`src/hw/rtl/prf_pkg.sv`:
```
// ----------------------------------------------------------------------------
// prf_pkg: shared types and constants for the page replacement unit
// Frame geometry, the search token that walks the cell row and the
// update broadcast sent back to every cell when a reference commits.
// ----------------------------------------------------------------------------
package prf_pkg;

	localparam int FRAMES  = 16;
	localparam int IDX_W   = 4;   // frame index
	localparam int RANK_W  = 4;   // recency rank
	localparam int NCNT_W  = 5;   // frame count, 0..FRAMES
	localparam int PAGE_W  = 16;
	localparam int TOTAL_W = 32;

	localparam logic [NCNT_W-1:0]  FRAMES_N   = NCNT_W'(FRAMES);
	localparam logic [NCNT_W-1:0]  FRAMES_RST = NCNT_W'(16);
	localparam logic [TOTAL_W-1:0] TOTAL_MAX  = '1;

	typedef enum logic {
		MODE_FIFO = 1'b0,
		MODE_LRU  = 1'b1
	} mode_t;

	typedef enum logic {
		REG_MODE   = 1'b0,
		REG_FRAMES = 1'b1
	} reg_idx_t;

	// search token, one per reference, moves one cell per cycle
	typedef struct packed {
		logic              vld;
		logic [PAGE_W-1:0] page;
		logic              hit;
		logic [IDX_W-1:0]  hit_idx;
		logic [RANK_W-1:0] hit_rank;
		logic              emp;
		logic [IDX_W-1:0]  emp_idx;
		logic              min_set;
		logic [IDX_W-1:0]  min_idx;
		logic [RANK_W-1:0] min_rank;
		logic [PAGE_W-1:0] min_page;
		logic [IDX_W-1:0]  fifo_idx;
		logic              fifo_valid;
		logic [PAGE_W-1:0] fifo_page;
		logic [NCNT_W-1:0] cnt;
	} tok_t;

	// commit broadcast to the cell row
	typedef struct packed {
		logic              en;
		logic              fault;
		logic              lru;
		logic [IDX_W-1:0]  target;
		logic              was;
		logic [RANK_W-1:0] old_rank;
		logic [RANK_W-1:0] others;
		logic [PAGE_W-1:0] page;
	} upd_t;

endpackage

```
`src/hw/rtl/prf_cell.sv`:
```
// ----------------------------------------------------------------------------
// prf_cell: one frame of the page replacement row
// Holds page, valid and recency rank of one frame, folds its frame into
// the passing search token and applies the commit broadcast.
// ----------------------------------------------------------------------------
module prf_cell
	import prf_pkg::*;
(
	input  logic              clk,
	input  logic              arst_n,
	input  logic [IDX_W-1:0]  idx,
	input  logic [NCNT_W-1:0] n_active,
	input  logic              clr,
	input  upd_t              upd,
	input  tok_t              tok_in,
	output tok_t              tok_out
);

	logic [PAGE_W-1:0] page_q;
	logic              valid_q;
	logic [RANK_W-1:0] rank_q;
	logic              vld_q;
	tok_t              tok_q;
	tok_t              tok_d;
	logic              active;
	logic              live;

	assign active = {1'b0, idx} < n_active;
	assign live   = active && valid_q;

	always_comb begin
		tok_d = tok_in;
		if (live && page_q == tok_in.page && !tok_in.hit) begin
			tok_d.hit      = 1'b1;
			tok_d.hit_idx  = idx;
			tok_d.hit_rank = rank_q;
		end
		if (active && !valid_q && !tok_in.emp) begin
			tok_d.emp     = 1'b1;
			tok_d.emp_idx = idx;
		end
		// strict compare keeps the lowest index on equal ranks
		if (active && (!tok_in.min_set || rank_q < tok_in.min_rank)) begin
			tok_d.min_set  = 1'b1;
			tok_d.min_idx  = idx;
			tok_d.min_rank = rank_q;
			tok_d.min_page = page_q;
		end
		if (idx == tok_in.fifo_idx) begin
			tok_d.fifo_valid = valid_q;
			tok_d.fifo_page  = page_q;
		end
		tok_d.cnt = tok_in.cnt + NCNT_W'(live);
	end

	always_ff @(posedge clk or negedge arst_n) begin
		if (!arst_n) begin
			vld_q <= 1'b0;
		end else begin
			vld_q <= tok_in.vld;
		end
	end

	always_ff @(posedge clk) begin
		tok_q <= tok_d;
	end

	always_comb begin
		tok_out     = tok_q;
		tok_out.vld = vld_q;
	end

	always_ff @(posedge clk or negedge arst_n) begin
		if (!arst_n) begin
			valid_q <= 1'b0;
			rank_q  <= '0;
		end else if (clr) begin
			valid_q <= 1'b0;
			rank_q  <= '0;
		end else if (upd.en) begin
			if (upd.lru) begin
				if (idx == upd.target) begin
					rank_q <= upd.others;
				end else if (live && upd.was && rank_q > upd.old_rank) begin
					rank_q <= rank_q - RANK_W'(1);
				end
			end
			if (upd.fault && idx == upd.target) begin
				valid_q <= 1'b1;
			end
		end
	end

	always_ff @(posedge clk) begin
		if (upd.en && upd.fault && idx == upd.target) begin
			page_q <= upd.page;
		end
	end

endmodule

```
`src/hw/rtl/page_replacement_fifo_lru.sv`:
```
// ----------------------------------------------------------------------------
// page_replacement_fifo_lru: FIFO / LRU page replacement over a frame row
// The reference is registered at launch, in each frame cell of the row,
// in the finished-token register and in the result register. The search
// token walks the row of frame cells one cell per cycle and the next word
// is taken once the previous reference has committed to the row.
// Reset: frames empty, ranks, pointer and fault count zero, FIFO mode,
// 16 frames in use; page contents are left as they are.
// ----------------------------------------------------------------------------
module page_replacement_fifo_lru
	import prf_pkg::*;
(
	input  logic              clk,
	input  logic              arst_n,
	// config write port
	input  logic              cfg_we,
	input  logic              cfg_index,
	input  logic [NCNT_W-1:0] cfg_data,
	// input stream
	input  logic              s_tvalid,
	output logic              s_tready,
	input  logic [15:0]       s_tdata,   // [15:0] page_number
	input  logic              s_tuser,   // [0] restart
	// result stream
	output logic              m_tvalid,
	input  logic              m_tready,
	output logic [55:0]       m_tdata,   // [3:0] slot, [19:4] evicted_page,
	                                     // [51:20] fault_total, rest zero
	output logic [1:0]        m_tuser    // [0] hit, [1] evicted_valid
);

	mode_t              mode_q;
	logic [NCNT_W-1:0]  frames_q;
	logic [NCNT_W-1:0]  n_active;
	logic [IDX_W-1:0]   ptr_q;
	logic [TOTAL_W-1:0] total_q;
	logic               busy_q;
	logic               fin_vld_q;
	tok_t               fin_q;
	tok_t               tok [FRAMES+1];
	tok_t               launch_q;
	logic               launch_vld_q;
	tok_t               launch_tok;
	upd_t               upd;
	logic               accept;
	logic               commit;
	logic               restart;
	logic [IDX_W-1:0]   fifo_start;
	logic [IDX_W-1:0]   victim;
	logic [NCNT_W-1:0]  ptr_next;
	logic               ev_valid;
	logic [PAGE_W-1:0]  ev_page;
	logic [TOTAL_W-1:0] total_next;

	logic               m_tvalid_q;
	logic               hit_q;
	logic               evv_q;
	logic [IDX_W-1:0]   slot_q;
	logic [PAGE_W-1:0]  evp_q;
	logic [TOTAL_W-1:0] tot_q;

	assign s_tready = !busy_q;
	assign accept   = s_tvalid && s_tready;
	assign restart  = s_tuser;
	assign commit   = fin_vld_q && (!m_tvalid_q || m_tready);

	// out-of-range frame counts are clamped into 1..FRAMES
	always_comb begin
		priority if (frames_q == '0) begin
			n_active = NCNT_W'(1);
		end else if (frames_q > FRAMES_N) begin
			n_active = FRAMES_N;
		end else begin
			n_active = frames_q;
		end
	end

	assign fifo_start = (restart || {1'b0, ptr_q} >= n_active) ? '0 : ptr_q;

	// config registers
	always_ff @(posedge clk or negedge arst_n) begin
		if (!arst_n) begin
			mode_q   <= MODE_FIFO;
			frames_q <= FRAMES_RST;
		end else if (cfg_we) begin
			unique case (reg_idx_t'(cfg_index))
				REG_MODE:   mode_q   <= mode_t'(cfg_data[0]);
				REG_FRAMES: frames_q <= cfg_data;
				default:    ;
			endcase
		end
	end

	// token launch into the first cell
	always_ff @(posedge clk or negedge arst_n) begin
		if (!arst_n) begin
			launch_vld_q <= 1'b0;
		end else begin
			launch_vld_q <= accept;
		end
	end

	always_ff @(posedge clk) begin
		if (accept) begin
			launch_q.vld        <= 1'b1;
			launch_q.page       <= s_tdata;
			launch_q.hit        <= 1'b0;
			launch_q.hit_idx    <= '0;
			launch_q.hit_rank   <= '0;
			launch_q.emp        <= 1'b0;
			launch_q.emp_idx    <= '0;
			launch_q.min_set    <= 1'b0;
			launch_q.min_idx    <= '0;
			launch_q.min_rank   <= '0;
			launch_q.min_page   <= '0;
			launch_q.fifo_idx   <= fifo_start;
			launch_q.fifo_valid <= 1'b0;
			launch_q.fifo_page  <= '0;
			launch_q.cnt        <= '0;
		end
	end

	always_comb begin
		launch_tok     = launch_q;
		launch_tok.vld = launch_vld_q;
	end

	assign tok[0] = launch_tok;

	for (genvar g = 0; g < FRAMES; g++) begin : g_cell
		prf_cell u_cell (
			.clk      (clk),
			.arst_n   (arst_n),
			.idx      (IDX_W'(g)),
			.n_active (n_active),
			.clr      (accept && restart),
			.upd      (upd),
			.tok_in   (tok[g]),
			.tok_out  (tok[g+1])
		);
	end

	// hold the finished token until the result register is free
	always_ff @(posedge clk or negedge arst_n) begin
		if (!arst_n) begin
			busy_q    <= 1'b0;
			fin_vld_q <= 1'b0;
		end else begin
			if (accept) begin
				busy_q <= 1'b1;
			end else if (commit) begin
				busy_q <= 1'b0;
			end
			if (tok[FRAMES].vld) begin
				fin_vld_q <= 1'b1;
			end else if (commit) begin
				fin_vld_q <= 1'b0;
			end
		end
	end

	always_ff @(posedge clk) begin
		if (tok[FRAMES].vld) begin
			fin_q <= tok[FRAMES];
		end
	end

	// commit decision
	always_comb begin
		upd          = '0;
		upd.en       = commit;
		upd.fault    = !fin_q.hit;
		upd.lru      = (mode_q == MODE_LRU);
		upd.page     = fin_q.page;
		upd.was      = 1'b1;
		upd.others   = RANK_W'(fin_q.cnt - NCNT_W'(1));
		ev_valid     = 1'b0;
		ev_page      = '0;
		victim       = fin_q.fifo_idx;
		if (fin_q.hit) begin
			victim       = fin_q.hit_idx;
			upd.old_rank = fin_q.hit_rank;
		end else if (mode_q == MODE_LRU) begin
			if (fin_q.emp) begin
				victim     = fin_q.emp_idx;
				upd.was    = 1'b0;
				upd.others = RANK_W'(fin_q.cnt);
			end else begin
				victim       = fin_q.min_idx;
				upd.old_rank = fin_q.min_rank;
				ev_valid     = 1'b1;
				ev_page      = fin_q.min_page;
			end
		end else begin
			ev_valid = fin_q.fifo_valid;
			ev_page  = fin_q.fifo_valid ? fin_q.fifo_page : '0;
		end
		upd.target = victim;
	end

	assign ptr_next   = ({1'b0, fin_q.fifo_idx} + NCNT_W'(1) == n_active)
	                    ? '0 : {1'b0, fin_q.fifo_idx} + NCNT_W'(1);
	assign total_next = (total_q == TOTAL_MAX) ? total_q : total_q + TOTAL_W'(1);

	always_ff @(posedge clk or negedge arst_n) begin
		if (!arst_n) begin
			ptr_q   <= '0;
			total_q <= '0;
		end else if (accept && restart) begin
			ptr_q   <= '0;
			total_q <= '0;
		end else if (commit && !fin_q.hit) begin
			total_q <= total_next;
			if (mode_q == MODE_FIFO) begin
				ptr_q <= ptr_next[IDX_W-1:0];
			end
		end
	end

	// result register
	always_ff @(posedge clk or negedge arst_n) begin
		if (!arst_n) begin
			m_tvalid_q <= 1'b0;
		end else if (commit) begin
			m_tvalid_q <= 1'b1;
		end else if (m_tready) begin
			m_tvalid_q <= 1'b0;
		end
	end

	always_ff @(posedge clk) begin
		if (commit) begin
			hit_q  <= fin_q.hit;
			slot_q <= victim;
			evv_q  <= ev_valid;
			evp_q  <= ev_page;
			tot_q  <= fin_q.hit ? total_q : total_next;
		end
	end

	assign m_tvalid = m_tvalid_q;
	assign m_tuser  = {evv_q, hit_q};
	assign m_tdata  = {4'b0, tot_q, evp_q, slot_q};

	// only one reference in flight
	a_single_token: assert property (@(posedge clk) disable iff (!arst_n)
		tok[FRAMES].vld |-> !fin_vld_q && busy_q)
		else $error("second token reached the end of the row");

	a_fin_busy: assert property (@(posedge clk) disable iff (!arst_n)
		fin_vld_q |-> busy_q)
		else $error("finished token without an item in flight");

	a_evict_fault: assert property (@(posedge clk) disable iff (!arst_n)
		m_tvalid_q && evv_q |-> !hit_q)
		else $error("eviction reported on a hit");

	a_fault_counts: assert property (@(posedge clk) disable iff (!arst_n)
		commit && !fin_q.hit |=> total_q != '0)
		else $error("fault did not advance the fault count");

endmodule

```
`config.mk`:
```
export PLATFORM = sky130hd
export DESIGN_NAME = page_replacement_fifo_lru
export DESIGN_NICKNAME = d
export VERILOG_FILES = /design/src/hw/rtl/prf_pkg.sv /design/src/hw/rtl/prf_cell.sv /design/src/hw/rtl/page_replacement_fifo_lru.sv
export SDC_FILE = /design/constraint.sdc
export NUM_CORES = 2
export LEC_CHECK = 0
export ABC_AREA = 1
export BUFFER_PORTS_ARGS = -buffer_cell sky130_fd_sc_hd__buf_2
export CAP_MARGIN = 20
export CORE_MARGIN = 5
export CORE_UTILIZATION = 40
export DETAILED_ROUTE_END_ITERATION = 16
export SETUP_SLACK_MARGIN = 0.3
export SYNTH_ARGS = -nofsm -noshare
export SYNTH_HDL_FRONTEND = slang
export SYNTH_HIERARCHICAL = 1
export SYNTH_SLANG_ARGS = --single-unit
```
`constraint.sdc`:
```
create_clock -name clk -period 7.55 [get_ports clk]
set_clock_uncertainty 0.2 [all_clocks]
set_input_delay 0.755 -clock clk [delete_from_list [all_inputs] [get_ports clk]]
set_output_delay 0.755 -clock clk [all_outputs]
set_load 0.01 [all_outputs]
```
== After elaboration in Yosys (flattened, before gate mapping) ==
Index checks and enable logic that the tools add are counted.

* Bits in registers: 1780
* Input port bits: 28
* Output and inout bits: 60
* Logic and storage cells: 965

* Add/sub/neg operators: 34
* $lt $le $gt $ge: 49
* Equal/unequal tests: 49
* Muxes and demuxes: 202
* Bitwise gates (word level): 1
* Reductions and logical operators: 318

{| class="wikitable"
|+ Operators by type and width
! operator !! number
|-
| two-way mux 4 bit || 106
|-
| two-way mux 20 bit || 15
|-
| == test 16 bit || 16
|-
| two-way mux 17 bit || 15
|-
| logical AND 1 bit || 161
|-
| two-way mux 32 bit || 4
|-
| subtractor 4 x 1 -> 4 bit, second input constant || 17
|-
| == test 4 bit, first input constant || 16
|-
| greater-than comparator 4 bit || 16
|-
| zero test 1 bit || 64
|-
| less-than comparator 4 bit || 15
|-
| two-way mux 1 bit || 56
|-
| adder 4 x 1 -> 4 bit || 13
|-
| two-way mux 16 bit || 3
|-
| AND reduction 3 bit || 16
|-
| nonzero test 3 bit || 16
|-
| nonzero test 2 bit || 22
|-
| less-than comparator 4 x 5 -> 1 bit, first input constant || 8
|-
| AND reduction 2 bit || 19
|-
| adder 32 x 1 -> 32 bit, second input constant || 1
|-
| == test 3 x 4 -> 1 bit, first input constant || 8
|-
| == test 32 bit, second input constant || 1
|-
| less-than comparator 3 x 5 -> 1 bit, first input constant || 4
|-
| logical OR 1 bit || 17
|-
| 16 further kinds || 24
|}

== Longest topological paths before layout ==
* Depth after elaboration: 12
* Depth in mapped cells: 17
* Depth with buffers taken out: 16

== Hierarchy ==
Netlist, hierarchy kept.

{| class="wikitable"
|+ By module, submodules not included
! module !! times used !! cells an instance !! area each (um^2) !! sequential area each (um^2)
|-
| prf_cell at g_cell[0].u_cell ... || 10 || 421 || 4013.8 || 2252.2
|-
| page_replacement_fifo_lru || 1 || 871 || 8894.8 || 5746.8
|-
| prf_cell at g_cell[8].u_cell ... || 2 || 424 || 3900.0 || 2252.2
|-
| prf_cell at g_cell[6].u_cell ... || 2 || 421 || 3882.5 || 2252.2
|-
| prf_cell at g_cell[5].u_cell || 1 || 436 || 3948.8 || 2252.2
|-
| prf_cell at g_cell[12].u_cell || 1 || 438 || 3908.7 || 2252.2
|}

== Worst setup path before layout ==
OpenSTA, ideal clock, no wires.

* Path kind: in2reg
* Start: input port m_tready
* End: register total_q[17]
* Setup time: 0.117 ns
* Arrival time: 5.723 ns
* Setup slack: 1.510 ns
* Cell stages on the path: 8
* Buffers on the path: 1
* Cell sequence: inv_1 a21oi_1 nand2_1 nand2_1 inv_2 clkbuf_1 nand2_1 nand2_1

* Word-level cells in the longest chain between the ends: 4

{| class="wikitable"
|+ Ends and longest elaborated chain
! item !! RTL line !! source
|-
| from (decl) || page_replacement_fifo_lru.sv:26 || <nowiki>input logic m_tready,</nowiki>
|-
| logical OR 1 bit || page_replacement_fifo_lru.sv:65 || <nowiki>assign commit = fin_vld_q && (!m_tvalid_q || m_tready);</nowiki>
|-
| logical AND 1 bit || page_replacement_fifo_lru.sv:65 ||
|-
| net commit || page_replacement_fifo_lru.sv:46 || <nowiki>logic commit;</nowiki>
|-
| logical AND 1 bit || page_replacement_fifo_lru.sv:212 || <nowiki>end else if (commit && !fin_q.hit) begin</nowiki>
|-
| nonzero test 2 bit (no source line) || - ||
|-
| to (signal assigned) || page_replacement_fifo_lru.sv:213 || <nowiki>total_q <= total_next;</nowiki>
|-
| to (decl) || page_replacement_fifo_lru.sv:36 || <nowiki>logic [TOTAL_W-1:0] total_q;</nowiki>
|}

The timed path passes the listed nets, and every way through them passes these cells.
A chain may end at the register's enable or synchronous reset.

==> flow_summary_export.csv <==
group,metric,value,unit
timing,rsz0062_at_grt,"no",
clocking,cts_root_buf,"clkbuf_16",
clocking,postCtsHoldBufs,21,
global_route,grt_pass1_wl,253,mm
logic_synthesis,avgSynthCellArea,9.47,µm²
clocking,cts_tree,"done",
placement,dp_hpwl,116,mm
timing,worstMarginPinSlew,1160,ps
finish,stdcell_count,10633,
finish,syn2layout_area_growth,14.0,%
logic_synthesis,ys.warnings.count,6,
run,cap_viol_max_count,0,
placement,pre_cts_ws,3420,ps
power_and_ir_drop,power_leakage,37.6,nW
timing,min_period,4070,ps
timing,fmax,246,MHz
global_route,grt_max_degree,86,
setup_path,critPathRequiredTime,7770,ps
die,core_region_area,179000,µm²
clocking,clk_pin_slew,60,ps
finish,mostFrequentLayoutCell,"nand2_1",
route,wirelength,154,mm
power_and_ir_drop,p_comb_frac,0.263,
finish,fin_nets,8368,
placement,gp_congestion,0.871,
setup_path,crit_fanout,25,
route,firstDrtPassIters,6,
die,start_util,0.402,
finish,fill_cells,16656,
power_and_ir_drop,intPower,20.8,mW
timing,fin_ws,3480,ps
global_route,overflow,0,
route,post_drt_wl_per_cell,14.5,µm
setup_path,cp-end-kind,"flip-flop",
die,dieArea,188000,µm²
setup_path,crit_path_start_kind,"flip-flop",
global_route,antenna_found_initial,1,
timing,setup_violations,0,
placement,dp.cells,10279,
setup_path,arrival,4290,ps
die,num_rows,155,
finish,layout_common_cells,"nand2_1, dfxtp_1, inv_1",
power_and_ir_drop,p_seq_frac,0.452,
clocking,cts.sinks,1830,
logic_synthesis,netlist_area,71900,µm²
route,ant_nets,0,
power_and_ir_drop,swShare,0.332,
logic_synthesis,synth_cells,7595,
setup_path,critPathKind,"reg2reg",
power_and_ir_drop,power.share.clock,0.285,
status,outcome,"completed",
placement,port_buffers,83,
power_and_ir_drop,vdd_drop_max,0.243,mV
timing,period_share,0.539,
timing,maxSlewHeadroom,0.221,
min_path,hold_class,"in2reg",
clocking,clock_latency,810,ps
power_and_ir_drop,power,31.2,mW
route,num_vias,47744,
timing,drv_slew,0,
die,die_w,434,µm
finish,drive_above_1_share,0.128,
route,dr.first_iter.drc_count,2469,
clocking,clockBufferDepth,3,
power_and_ir_drop,p_per_area,380,nW/µm²
timing,hold_viol,0,
route,routed_via_density,4.49,
global_route,first_global_vias,47759,
die,num_io_pins,88,
clocking,numCtsBuffers,177,
clocking,cts_resized,0,
clocking,htree_num_levels,4,
placement,placed_area,75700,µm²
clocking,postCtsSetupRepairBufs,0,
route,drc,0,
timing,setup_tns,0,ps
finish,final_cell_area,82000,µm²
die,die_height,434,µm
global_route,grt_usage,0.166,
power_and_ir_drop,p_sw,10.4,mW
worst paths after layout:
| check | start | endpoint | slack [ps] | cells past startpoint |
|---|---|---|---|---|
| hold reg to reg | g_cell[4].u_cell/vld_q$_DFF_PN0_ | g_cell[5].u_cell/vld_q$_DFF_PN0_ | 150 | 0 |
| max in group asynchronous | arst_n | g_cell[15].u_cell/vld_q$_DFF_PN0_ | 5250 | 3 |
| min in group asynchronous | arst_n | launch_vld_q$_DFF_PN0_ | 430 | 2 |
| hold / removal | cfg_data[0] | frames_q[0]$_DFFE_PN0P_ | 70 | 3 |
| setup / recovery | mode_q$_DFFE_PN0P_ | g_cell[2].u_cell/page_q[3]$_DFFE_PP_ | 3480 | 12 |
| setup reg to reg | mode_q$_DFFE_PN0P_ | g_cell[2].u_cell/page_q[3]$_DFFE_PP_ | 3480 | 12 |
power by group through the flow:
stage | clock [mW] | sequential, mW | combinational (mW)
after floorplan | 0 | 13.8 | 7.16
after global placement | 0 | 14.3 | 7.96
after detailed placement | 0 | 14.3 | 8.20
after CTS | 9.13 | 14.1 | 8.25
after global routing | 9.58 | 14.4 | 9.36
final | 8.88 | 14.1 | 8.20
worst max-delay path, stage by stage, from the launching register on:
cell and delay (ps):
dfrtp_1 340, inv_1 360, nor2_2 190, buf_4 310, nand2_1 160, a31oi_4 650, buf_4 360, nand2_1 70
nand2_1 70, nand2_1 110, nor2_4 190, nand3_1 110, inv_1 540
registers in the layout, indices dropped and copies added (netlist names), 16 cells and up:
| register | flops |
|---|---|
| evp_q | 16 |
| fin_q | 79 |
| g_cell.u_cell/page_q | 256 |
| g_cell.u_cell/rank_q | 64 |
| g_cell.u_cell/tok_out | 1279 |
| g_cell.u_cell/valid_q | 16 |
| g_cell.u_cell/vld_q | 16 |
| launch_q | 20 |
| tot_q | 32 |
| total_q | 32 |
layer usage:
layer,vias to the layer above,GRT usage,routed length [µm]
met5,-,0,0
met1,21521,0.214,70600
li1,25109,-,-
met3,304,0.0236,5740
met4,0,0.0591,4840
met2,810,0.286,73200
cell type report:
class	count	area [µm²]	share of cell area
multi-input cells	5015	27000	0.329
flip-flops and latches	1830	41400	0.506
inverters	953	3580	0.0436
clock inverters	57	646	0.00788
well taps	2355	2950	0.0359
repair buffers	148	1000	0.0122
diodes	1	2.50	0.0000305
clock buffers	274	5370	0.0655
through the flow:
stage               hold WS (ps)  utilization
floorplan                    131            -
global placement             132        0.424
detailed placement           136        0.424
CTS                         12.6        0.459
global route                37.1        0.459
finish                      65.9        0.459
Note: power is estimated with default switching activity, not from simulation.
